### config.mk
export PLATFORM = sky130hd
export DESIGN_NAME = bblp_fifo
export DESIGN_NICKNAME = d
export VERILOG_FILES = /design/src/hw/rtl/bblp_fifo.sv
export SDC_FILE = /design/constraint.sdc
export NUM_CORES = 1
export LEC_CHECK = 0
export ABC_AREA = 0
export BUFFER_PORTS_ARGS = -buffer_cell sky130_fd_sc_hd__buf_4
export CAP_MARGIN = 5
export CELL_PAD_IN_SITES_DETAIL_PLACEMENT = 1
export CELL_PAD_IN_SITES_GLOBAL_PLACEMENT = 1
export CORE_AREA = 10 10 75 77
export DETAILED_ROUTE_END_ITERATION = 8
export DIE_AREA = 0 0 85 87
export PLACE_DENSITY = 0.69
export SYNTH_ARGS = -nofsm -noshare
export SYNTH_HDL_FRONTEND = slang
export SYNTH_SLANG_ARGS = --single-unit
export TNS_END_PERCENT = 30
### constraint.sdc
create_clock -name clk -period 2.2 [get_ports clk]
set_clock_uncertainty 0.2 [all_clocks]
set_input_delay 0.11 -clock clk [delete_from_list [all_inputs] [get_ports clk]]
set_output_delay 0.11 -clock clk [all_outputs]
set_load 0.03 [all_outputs]
### src/hw/rtl/bblp_fifo.sv
// small register fifo with occupancy count
module bblp_fifo #(
  parameter int WIDTH = 8,
  parameter int DEPTH = 4,
  localparam int IW = $clog2(DEPTH),
  localparam int CW = $clog2(DEPTH + 1)
) (
  input  logic             clk,
  input  logic             rst,
  input  logic             push,
  input  logic [WIDTH-1:0] din,
  output logic             full,
  input  logic             pop,
  output logic [WIDTH-1:0] dout,
  output logic             empty,
  output logic [CW-1:0]    count
);

  logic [WIDTH-1:0] slots [DEPTH];
  logic [IW-1:0]    wptr;
  logic [IW-1:0]    rptr;
  logic             do_push;
  logic             do_pop;

  assign full    = (count == CW'(DEPTH));
  assign empty   = (count == '0);
  assign do_push = push && !full;
  assign do_pop  = pop && !empty;
  assign dout    = slots[rptr];

  always_ff @(posedge clk) begin
    if (rst) begin
      wptr  <= '0;
      rptr  <= '0;
      count <= '0;
    end else begin
      if (do_push) begin
        wptr <= (wptr == IW'(DEPTH - 1)) ? '0 : wptr + 1'b1;
      end
      if (do_pop) begin
        rptr <= (rptr == IW'(DEPTH - 1)) ? '0 : rptr + 1'b1;
      end
      if (do_push && !do_pop) begin
        count <= count + 1'b1;
      end else if (do_pop && !do_push) begin
        count <= count - 1'b1;
      end
    end
  end

  always_ff @(posedge clk) begin
    if (do_push) begin
      slots[wptr] <= din;
    end
  end

endmodule

==> reports/summary.json <==
{
  "run_status": {"value": "finished clean"},
  "cts.clk_slew.worst_paths": {"value": 0.07, "unit": "ns"},
  "achievable-frequency": {"value": 0.464, "unit": "GHz"},
  "synth_net_count": {"value": 111},
  "grt_start_max_net_pins": {"value": 13},
  "cp-end-kind": {"value": "register"},
  "final-seq-area": {"value": 1150, "unit": "um^2"},
  "critical_path_class": {"value": "register to register"},
  "worst_hold_path_type": {"value": "primary input to register"},
  "numCtsBuffers": {"value": 5},
  "seq_area_frac_synth": {"value": 0.684},
  "stdcell_count": {"value": 191},
  "initial_core_util": {"value": 0.394},
  "dr.first_iter.drc_count": {"value": 50},
  "number_of_global_route_vias_before_repair": {"value": 1093},
  "clock_tree.buffer_depth": {"value": 2},
  "vias_per_cell": {"value": 4.99},
  "grt_antenna_before_repair": {"value": 0},
  "post_synth_inst_count": {"value": 92},
  "cell_area_after_placement": {"value": 1960, "unit": "um^2"},
  "report.power.total": {"value": 2.37, "unit": "mW"},
  "yosysUniqueCellTypes": {"value": 27},
  "synth_top_area_cell": {"value": "sky130_fd_sc_hd__edfxtp_1"},
  "vdd.ir_drop.worst": {"value": 527, "unit": "uV"},
  "cp.buffers_inverters": {"value": 2},
  "maxCapViolCount": {"value": 0},
  "fp.dieW": {"value": 85, "unit": "um"},
  "detail_route.wirelength": {"value": 3210, "unit": "um"},
  "final.period_utilization": {"value": 0.980},
  "cts_max_level": {"value": 2},
  "hold_ws": {"value": 0.113, "unit": "ns"},
  "multiInputGateArea": {"value": 480, "unit": "um^2"},
  "ff2ff_path_depth": {"value": 9},
  "timing.final.hold_violations": {"value": 0},
  "setup-tns-final": {"value": 0, "unit": "ns"},
  "routedWlPerCell": {"value": 16.8, "unit": "um"},
  "antennaDiodeCount": {"value": 0},
  "die_y": {"value": 87, "unit": "um"},
  "critPathMaxFanout": {"value": 3},
  "critical-path-top-delay-family": {"value": "simple AND/OR/NAND/NOR gates"},
  "min_path_cells": {"value": 5},
  "post-route-worst-setup-slack": {"value": 0.0435, "unit": "ns"},
  "final_util": {"value": 0.514},
  "clock_tree_from_tritoncts": {"value": "done"},
  "startpoint_type": {"value": "register"},
  "die_area": {"value": 7400, "unit": "um^2"},
  "slew_hr": {"value": 0.697},
  "root_buffer": {"value": "sky130_fd_sc_hd__clkbuf_8"},
  "dp.cells": {"value": 171},
  "netlist_area_pre_place": {"value": 1670, "unit": "um^2"},
  "setup_viol": {"value": 0},
  "gp_routability_congestion": {"value": 0.720},
  "critPathArrivalTime": {"value": 2.17, "unit": "ns"},
  "placement.io_buffers": {"value": 24},
  "core_outline_area": {"value": 4230, "unit": "um^2"},
  "synthToLayoutAreaGrowth": {"value": 30.3, "unit": "%"},
  "synth_area_leaders": {"value": "sky130_fd_sc_hd__edfxtp_1 58%, sky130_fd_sc_hd__dfxtp_1 11%, sky130_fd_sc_hd__mux4_2 11%"},
  "yosysWarnings": {"value": 0},
  "grt-ovfl-total": {"value": 0},
  "worst_ep_required_time": {"value": 2.22, "unit": "ns"},
  "critical_path.max_stage_delay": {"value": 0.35, "unit": "ns"},
  "filler_cell_count": {"value": 409},
  "cts.sinks": {"value": 41},
  "syn_avg_cell_area": {"value": 18.1, "unit": "um^2"},
  "yosysTopAreaCellShare": {"value": 0.576},
  "route.antenna.remaining_nets": {"value": 0},
  "detailed_place_hpwl": {"value": 2390, "unit": "um"},
  "clkLatencyLatePin": {"value": 0.28, "unit": "ns"},
  "crit_path_top_delay_cell": {"value": "sky130_fd_sc_hd__dfxtp_4"},
  "layout_cells_sized_above_1": {"value": 0.432},
  "grt_setup_unrepaired": {"value": "yes"},
  "power_leakage": {"value": 0.826, "unit": "nW"},
  "tightestPinTransition": {"value": 0.454, "unit": "ns"},
  "final.min_clock_period": {"value": 2.16, "unit": "ns"},
  "drt_drc_violations_left": {"value": 0},
  "num_io_pins": {"value": 25},
  "timing.final.max_slew_violations": {"value": 0},
  "finish.net_count": {"value": 157},
  "post-place-ws": {"value": -0.0804, "unit": "ns"},
  "powerDensity": {"value": 1090, "unit": "nW/um^2"},
  "grt_use_total": {"value": 0.0955},
  "ys_ff_latch": {"value": 41},
  "critical_path.cell_chain": {"value": "or3b_4 -> clkinv_8 -> nor2_4 -> ha_4 -> inv_2 -> fa_2 -> xor2_1 -> or3_1 -> a21oi_2"},
  "num_vias": {"value": 954},
  "post-route-cell-area": {"value": 2170, "unit": "um^2"},
  "detailedRoute.firstPassIterationCount": {"value": 4},
  "wire_length_of_the_first_global_routing_pass": {"value": 5450, "unit": "um"},
  "placement_rows": {"value": 24},
  "worstSetupPathDepth": {"value": 9}
}
-- worst register-to-register path, cell delays in order, from the launching register on --
cell and delay, ns:
sky130_fd_sc_hd__dfxtp_4 0.35, sky130_fd_sc_hd__or3b_4 0.28, sky130_fd_sc_hd__clkinv_8 0.05, sky130_fd_sc_hd__nor2_4 0.11, sky130_fd_sc_hd__ha_4 0.15, sky130_fd_sc_hd__inv_2 0.03, sky130_fd_sc_hd__fa_2 0.32, sky130_fd_sc_hd__xor2_1 0.15
sky130_fd_sc_hd__or3_1 0.32, sky130_fd_sc_hd__a21oi_2 0.12
-- placed cells by master, fill, tap and decap left out, drive strengths merged --
cell / count
nor3: 2
and3: 4
o31ai: 2
fa: 1
mux4: 8
nand2: 1
o21ai: 2
clkbuf: 5
or3b: 1
bufinv: 1
a21oi: 3
dlygate4sd3: 11
buf: 32
mux2i: 2
nand3: 2
inv: 3
edfxtp: 32
xor2: 2
ha: 6
or3: 2
nor2: 4
clkinv: 4
dfxtp: 9
-- layer usage --
layer	global-route usage	wire length [um]	vias up	part of all wire
met2	0.168	1730	23	0.54
met4	0.0449	62	0	0.019
met1	0.0949	1230	482	0.38
met5	0	0	-	0
li1	-	-	443	-
met3	0.0412	185	6	0.058
-- cells by family after synthesis --
kind of cell / Yosys count / share of synthesized area
buffers and inverters: 9 / 0.0412
AOI/OAI and AO/OA: 7 / 0.0322
muxes: 10 / 0.120
DFF: 41 / 0.684
adders and majority gates: 7 / 0.0570
xor gates and xnor gates: 2 / 0.0105
and+or+nand+nor: 16 / 0.0555
-- report_power, final --
part,total (mW),switching [mW],internal (mW)
sequential,1.02,0.0675,0.955
combinational,0.891,0.476,0.415
clock,0.453,0.240,0.213
-- registers in the layout, summed over array words and instances (netlist names), named ones only --
signal	cells
count	3
rptr	2
slots	32
wptr	2
-- worst paths after layout --
kind / startpoint / slack [ns] / endpoint
hold / removal: pop / 0.11 / register
setup reg to reg: count[2] / 0.04 / count[2]
hold reg to reg: rptr[0] / 0.31 / register
setup / recovery: count[2] / 0.04 / count[2]
-- what timing repair did --
item,4_1_cts,5_1_grt
gates resized for setup,3,1
hold buffers,11,0
pin swaps,1,0
setup buffers,1,0
setup endpoints to repair,1,1
endpoints found under the hold margin,41,0
-- synth_stat cells (all sizes together) --
master	instances
nand3	2
edfxtp	32
o31ai	2
or3b	1
a21oi	3
o21ai	2
clkbuf	1
dfxtp	9
nor2	4
mux2i	2
mux4	8
ha	6
xor2	2
fa	1
and3	4
nand2	1
inv	3
buf	3
clkinv	1
or3	2
bufinv	1
nor3	2
-- layout make-up --
type                    count  area share
clock inverters             3     0.00575
inverters                   5      0.0207
clock buffers               5      0.0316
flip-flops and latches     41       0.530
repair buffers             43       0.161
well taps                  52      0.0299
multi-input cells          42       0.221
(Power assumes the default switching activity.)
