**config.mk**
```make
export PLATFORM = sky130hd
export DESIGN_NAME = bblp_front
export DESIGN_NICKNAME = d
export VERILOG_FILES = /design/src/hw/rtl/bblp_pkg.sv /design/src/hw/rtl/bblp_front.sv
export SDC_FILE = /design/constraint.sdc
export NUM_CORES = 1
export LEC_CHECK = 0
export ABC_AREA = 1
export BUFFER_PORTS_ARGS = -buffer_cell sky130_fd_sc_hd__buf_4
export CAP_MARGIN = 40
export CORE_UTILIZATION = 41
export CTS_BUF_LIST = sky130_fd_sc_hd__clkbuf_4 sky130_fd_sc_hd__clkbuf_8
export CTS_CLUSTER_DIAMETER = 150
export DETAILED_ROUTE_END_ITERATION = 16
export PLACE_DENSITY = 0.89
export SETUP_SLACK_MARGIN = 0.5
export SLEW_MARGIN = 10
export SYNTH_ARGS = -nofsm -noshare
export SYNTH_HDL_FRONTEND = slang
export SYNTH_SLANG_ARGS = --single-unit
export TNS_END_PERCENT = 50
```
**constraint.sdc**
```tcl
create_clock -name clk -period 2.4 [get_ports clk]
set_input_delay 0.12 -clock clk [delete_from_list [all_inputs] [get_ports clk]]
set_output_delay 0.12 -clock clk [all_outputs]
set_load 0.01 [all_outputs]
```
**src/hw/rtl/bblp_pkg.sv**
```systemverilog
// shared constants for the box blur line pass block
package bblp_pkg;

  localparam int CHAN_W   = 16;
  localparam int NUM_CHAN = 4;
  localparam int PIX_W    = CHAN_W * NUM_CHAN;
  localparam int RES_W    = PIX_W + 1;

  localparam int RADIUS_W = 5;
  localparam int RECIP_W  = 16;
  localparam int CFG_W    = 16;
  localparam int REG_IDX_W = 1;

  localparam logic [REG_IDX_W-1:0] REG_RADIUS = 1'd0;
  localparam logic [REG_IDX_W-1:0] REG_RECIP  = 1'd1;

  localparam logic [RADIUS_W-1:0] RADIUS_RESET = 5'd1;
  localparam logic [RECIP_W-1:0]  RECIP_RESET  = 16'd21845;

  localparam int DEF_MAX_RADIUS    = 31;
  localparam int DEF_HISTORY_DEPTH = 64;
  localparam int DEF_MAX_LINE      = 4096;

  localparam int CMD_DEPTH = 4;
  localparam int OUT_DEPTH = 8;

endpackage

```
**src/hw/rtl/bblp_front.sv**
```systemverilog
// front end: takes pixels, tracks line position and radius, builds commands
module bblp_front #(
  parameter int MAX_RADIUS    = bblp_pkg::DEF_MAX_RADIUS,
  parameter int HISTORY_DEPTH = bblp_pkg::DEF_HISTORY_DEPTH,
  parameter int MAX_LINE      = bblp_pkg::DEF_MAX_LINE,
  localparam int R_LIM = (MAX_RADIUS < (HISTORY_DEPTH - 2) / 2) ?
                         MAX_RADIUS : (HISTORY_DEPTH - 2) / 2,
  localparam int RW = $clog2(R_LIM + 1),
  localparam int PW = $clog2(MAX_LINE),
  localparam int AW = $clog2(HISTORY_DEPTH),
  localparam int CMD_W = bblp_pkg::PIX_W + 1 + RW + PW + 2 * AW
) (
  input  logic                          clk,
  input  logic                          rst,
  input  logic                          push,
  input  logic [bblp_pkg::CHAN_W-1:0]   red_in,
  input  logic [bblp_pkg::CHAN_W-1:0]   green_in,
  input  logic [bblp_pkg::CHAN_W-1:0]   blue_in,
  input  logic [bblp_pkg::CHAN_W-1:0]   alpha_in,
  input  logic                          line_end_in,
  input  logic [bblp_pkg::RADIUS_W-1:0] radius,
  input  logic                          cmd_full,
  output logic                          cmd_push,
  output logic [CMD_W-1:0]              cmd_data
);

  typedef struct packed {
    logic [bblp_pkg::PIX_W-1:0] pixel;
    logic                       last;
    logic [RW-1:0]              r;
    logic [PW-1:0]              p;
    logic [AW-1:0]              wa;
    logic [AW-1:0]              ra;
  } cmd_t;

  logic [PW-1:0] pos;
  logic [AW-1:0] wp;
  logic [RW-1:0] line_r;
  logic [RW-1:0] rad_sat;
  logic [RW-1:0] r_eff;
  logic [AW-1:0] span;
  logic          last;
  logic          early;
  logic [AW-1:0] ra;
  cmd_t          cmd;

  always_comb begin
    rad_sat = (32'(radius) > R_LIM) ? RW'(R_LIM) : RW'(radius);
    r_eff   = (pos == '0) ? rad_sat : line_r;
    span    = AW'({r_eff, 1'b1});
    last    = line_end_in || (pos == PW'(MAX_LINE - 1));
    early   = ((PW + AW)'(pos) < (PW + AW)'(span));
    if (early) begin
      ra = '0;
    end else if (wp >= span) begin
      ra = wp - span;
    end else begin
      ra = AW'({1'b0, wp} + (AW + 1)'(HISTORY_DEPTH) - {1'b0, span});
    end
    cmd.pixel = {alpha_in, blue_in, green_in, red_in};
    cmd.last  = last;
    cmd.r     = r_eff;
    cmd.p     = pos;
    cmd.wa    = wp;
    cmd.ra    = ra;
  end

  assign cmd_push = push && !cmd_full;
  assign cmd_data = cmd;

  always_ff @(posedge clk) begin
    if (rst) begin
      pos    <= '0;
      wp     <= '0;
      line_r <= '0;
    end else if (cmd_push) begin
      line_r <= r_eff;
      if (last) begin
        pos <= '0;
        wp  <= '0;
      end else begin
        pos <= pos + 1'b1;
        wp  <= (wp == AW'(HISTORY_DEPTH - 1)) ? '0 : wp + 1'b1;
      end
    end
  end

endmodule

```
==> results.toml <==
[outcome]
status = "complete, but fails checks"
failed_checks = "setup timing"

[placed_design]
dp_cells = 362
portBuffers = 40
routabilityCongestion = 0.886
place_hpwl_um = 3830

[floorplan]
die_area_um2 = 5430
rows = 25
die_w_um = 73.7
initial_core_util_pct = 43.7
num_io_pins = 169
die_h_um = 73.7
core_area_um2 = 4820

[logic_synthesis]
synth_warnings = 0
synth_edf_count = 0
syn_avg_cell_area_um2 = 6.66
synth-seq-area-share_pct = 21.9
syn_inst = 316
synth_cell_types = 32
ys_seq_elements = 23
async_reset_ff_share_pct = 0
synth_top_area_share_pct = 23.5
ys.flop_type = "dfxtp_1"
synth_fp_nets = 396
syn_area_um2 = 2110
yosys.area.top_type = "buf_4"
yosysMostFrequentCell = "buf_4"
netlist_top_cells_count = "buf_4 (66), inv_1 (44), nand2_1 (39)"
ys_top_cells_by_area = "buf_4 (24%), dfxtp_1 (22%), inv_1 (7.8%), nand2_1 (7.0%), nand3_1 (6.9%)"

[sta]
holdWs_ns = 0.0905
max_freq_ghz = 0.412
fin_crit_sh_pct = 101
finalHoldViolCount = 0
grt_setup_unrepaired = "yes"
finalSetupViolCount = 1
relSlewSlack_pct = 76.5
setup_slack_ns = -0.0267
tightest_slew_ns = 0.350
finClkSkew_ns = 0.00469
setup_tns_ns = -0.0267
drv_slew = 0
min_period_ns = 2.43

[layout]
layout-drive-gt1-share_pct = 40.4
final_core_utilization_pct = 49.9
seq_area_um2 = 479
n_antenna_cell = 0
multi_input_area_um2 = 1140
instances_no_fill = 379
nNetsFinal = 393
fill_cells = 475
syn_to_final_growth_pct = 14.1

[clocking]
clk_latency_ns = 0.27
htreeDepth = 1
clock_sinks = 23
cts_buffers = 3
path_clk_slew_ns = 0.08
cts-root-buf = "clkbuf_8"
clockBufferDepth = 2
cts_tree = "built"

[routing]
antenna_left = 0
wl_per_cell_um = 13.9
viasPerCell = 5.01
drc = 0
totalWireLength_um = 5270
vias = 1900
drtPass1Iterations = 4
drt_iter0_markers = 117

[hold_path]
hold_path.class = "primary input to register"

[global_route]
grt_pass1_vias = 1861
grt_overflow_total = 0
grt_max_degree = 14
grt_pass1_wl_um = 8300
grt_antenna_before_repair = 0
grt_usage_pct = 19.6

[setup_path]
required_ns = 2.28
crit_type = "register to primary output"
worst-path-max-fanout = 5
worstPathArrival_ns = 2.31
startpoint_type = "register"
end_kind = "primary output"

[pwr]
ir_drop_v = 0.000305
power_density_nw_per_um2 = 402
leakage_nw = 1.19

[job]
max_cap_violations = 0
==> sequential cells by signal (all words and copies together) (netlist names) <==
signal	count
line_r	5
wp	6
pos	12
==> layout by cell type, fill, tap and decap left out, types with 2 or more instances in the layout <==
master     n
nor2_4     4
nand3b_1   2
o21ai_1    2
clkbuf_8   3
inv_4      4
nor2_2     9
buf_4     57
nand3_1   26
a211oi_1   6
nor3_1     4
dfxtp_2    6
nand2_4    4
buf_6      2
nand4_1    3
o21ai_0    7
a21oi_1    8
xnor2_1    3
dfxtp_1   14
ha_1       3
inv_2      2
nor3_2     3
a21oi_2    4
nand2_2   11
inv_1     39
ha_4       2
nor3b_1    2
dfxtp_4    3
nand3_2    3
nor2_1    27
nand2_1   33
xor2_1     4
==> critical path, cell delays in order, from the launching register on <==
cell and delay [ns]:
dfxtp_1 0.33, nor2_2 0.20, inv_1 0.10, nor2_4 0.13, nand2_4 0.07, nor2_4 0.13
nor2_2 0.06, inv_2 0.08, ha_4 0.20, inv_4 0.05, nor2_1 0.03, o21ai_1 0.08
nor2_2 0.06, a21oi_2 0.27, nor2_1 0.09, buf_4 0.15
==> metal layers <==
metal  up-vias  wire (µm)  GRT usage, %
met5         -          0             0
met4         0        112          6.20
met2        82       2680          35.3
met1       875       2060          22.2
met3        17        410          5.62
li1        926          -             -
==> what timing repair did <==
| item | CTS | global route |
|---|---|---|
| setup buffers | 8 | 5 |
| hold buffers | 0 | 0 |
| gates resized for setup | 22 | 22 |
| pin swaps | 14 | 10 |
| endpoints found under the setup margin | 11 | 22 |
==> logic make-up after synthesis <==
family          share of synthesized area [%]
simple gates                             30.7
buf+inv                                  32.1
compound gates                           8.79
flops                                    21.9
xor+xnor                                 2.91
fa+ha+maj                                3.56
==> area by class of cell <==
class	instances	area share, %
timing repair buffer	60	19.6
sequential	23	19.9
multi-input combinational	179	47.3
clock buffer	4	2.03
tap	67	3.49
inverter	46	7.60
==> power by group <==
group / internal, mW / switching, mW / total, mW
combinational: 0.136 / 0.168 / 0.304
sequential: 0.390 / 0.00980 / 0.400
clock: 0.130 / 0.132 / 0.262
==> metrics by stage <==
| step | setup slack, ns | instance area (µm²) | power (mW) |
|---|---|---|---|
| 6_report | -0.0267 | 2400 | 0.965 |
| 5_1_grt | -0.154 | 2400 | 1.01 |
| 4_1_cts | 0.0255 | 2290 | 0.939 |
| 3_5_place_dp | 0.121 | 2090 | 0.647 |
| 3_3_place_gp | 0.211 | 2090 | 0.638 |
| 2_1_floorplan | 0.291 | 2160 | 0.676 |
==> worst paths after layout <==
check                         to           startpoint  cells past startpoint  slack (ns)
max reg2reg  pos[1]$_SDFFE_PP0P_  pos[0]$_SDFFE_PP0P_                     10        0.64
min          pos[7]$_SDFFE_PP0P_                  rst                      2        0.09
min reg2reg  pos[1]$_SDFFE_PP0P_  pos[1]$_SDFFE_PP0P_                      2        0.53
max                  cmd_data[2]  pos[3]$_SDFFE_PP0P_                     15       -0.03
Power figures use the tool's default switching activity.
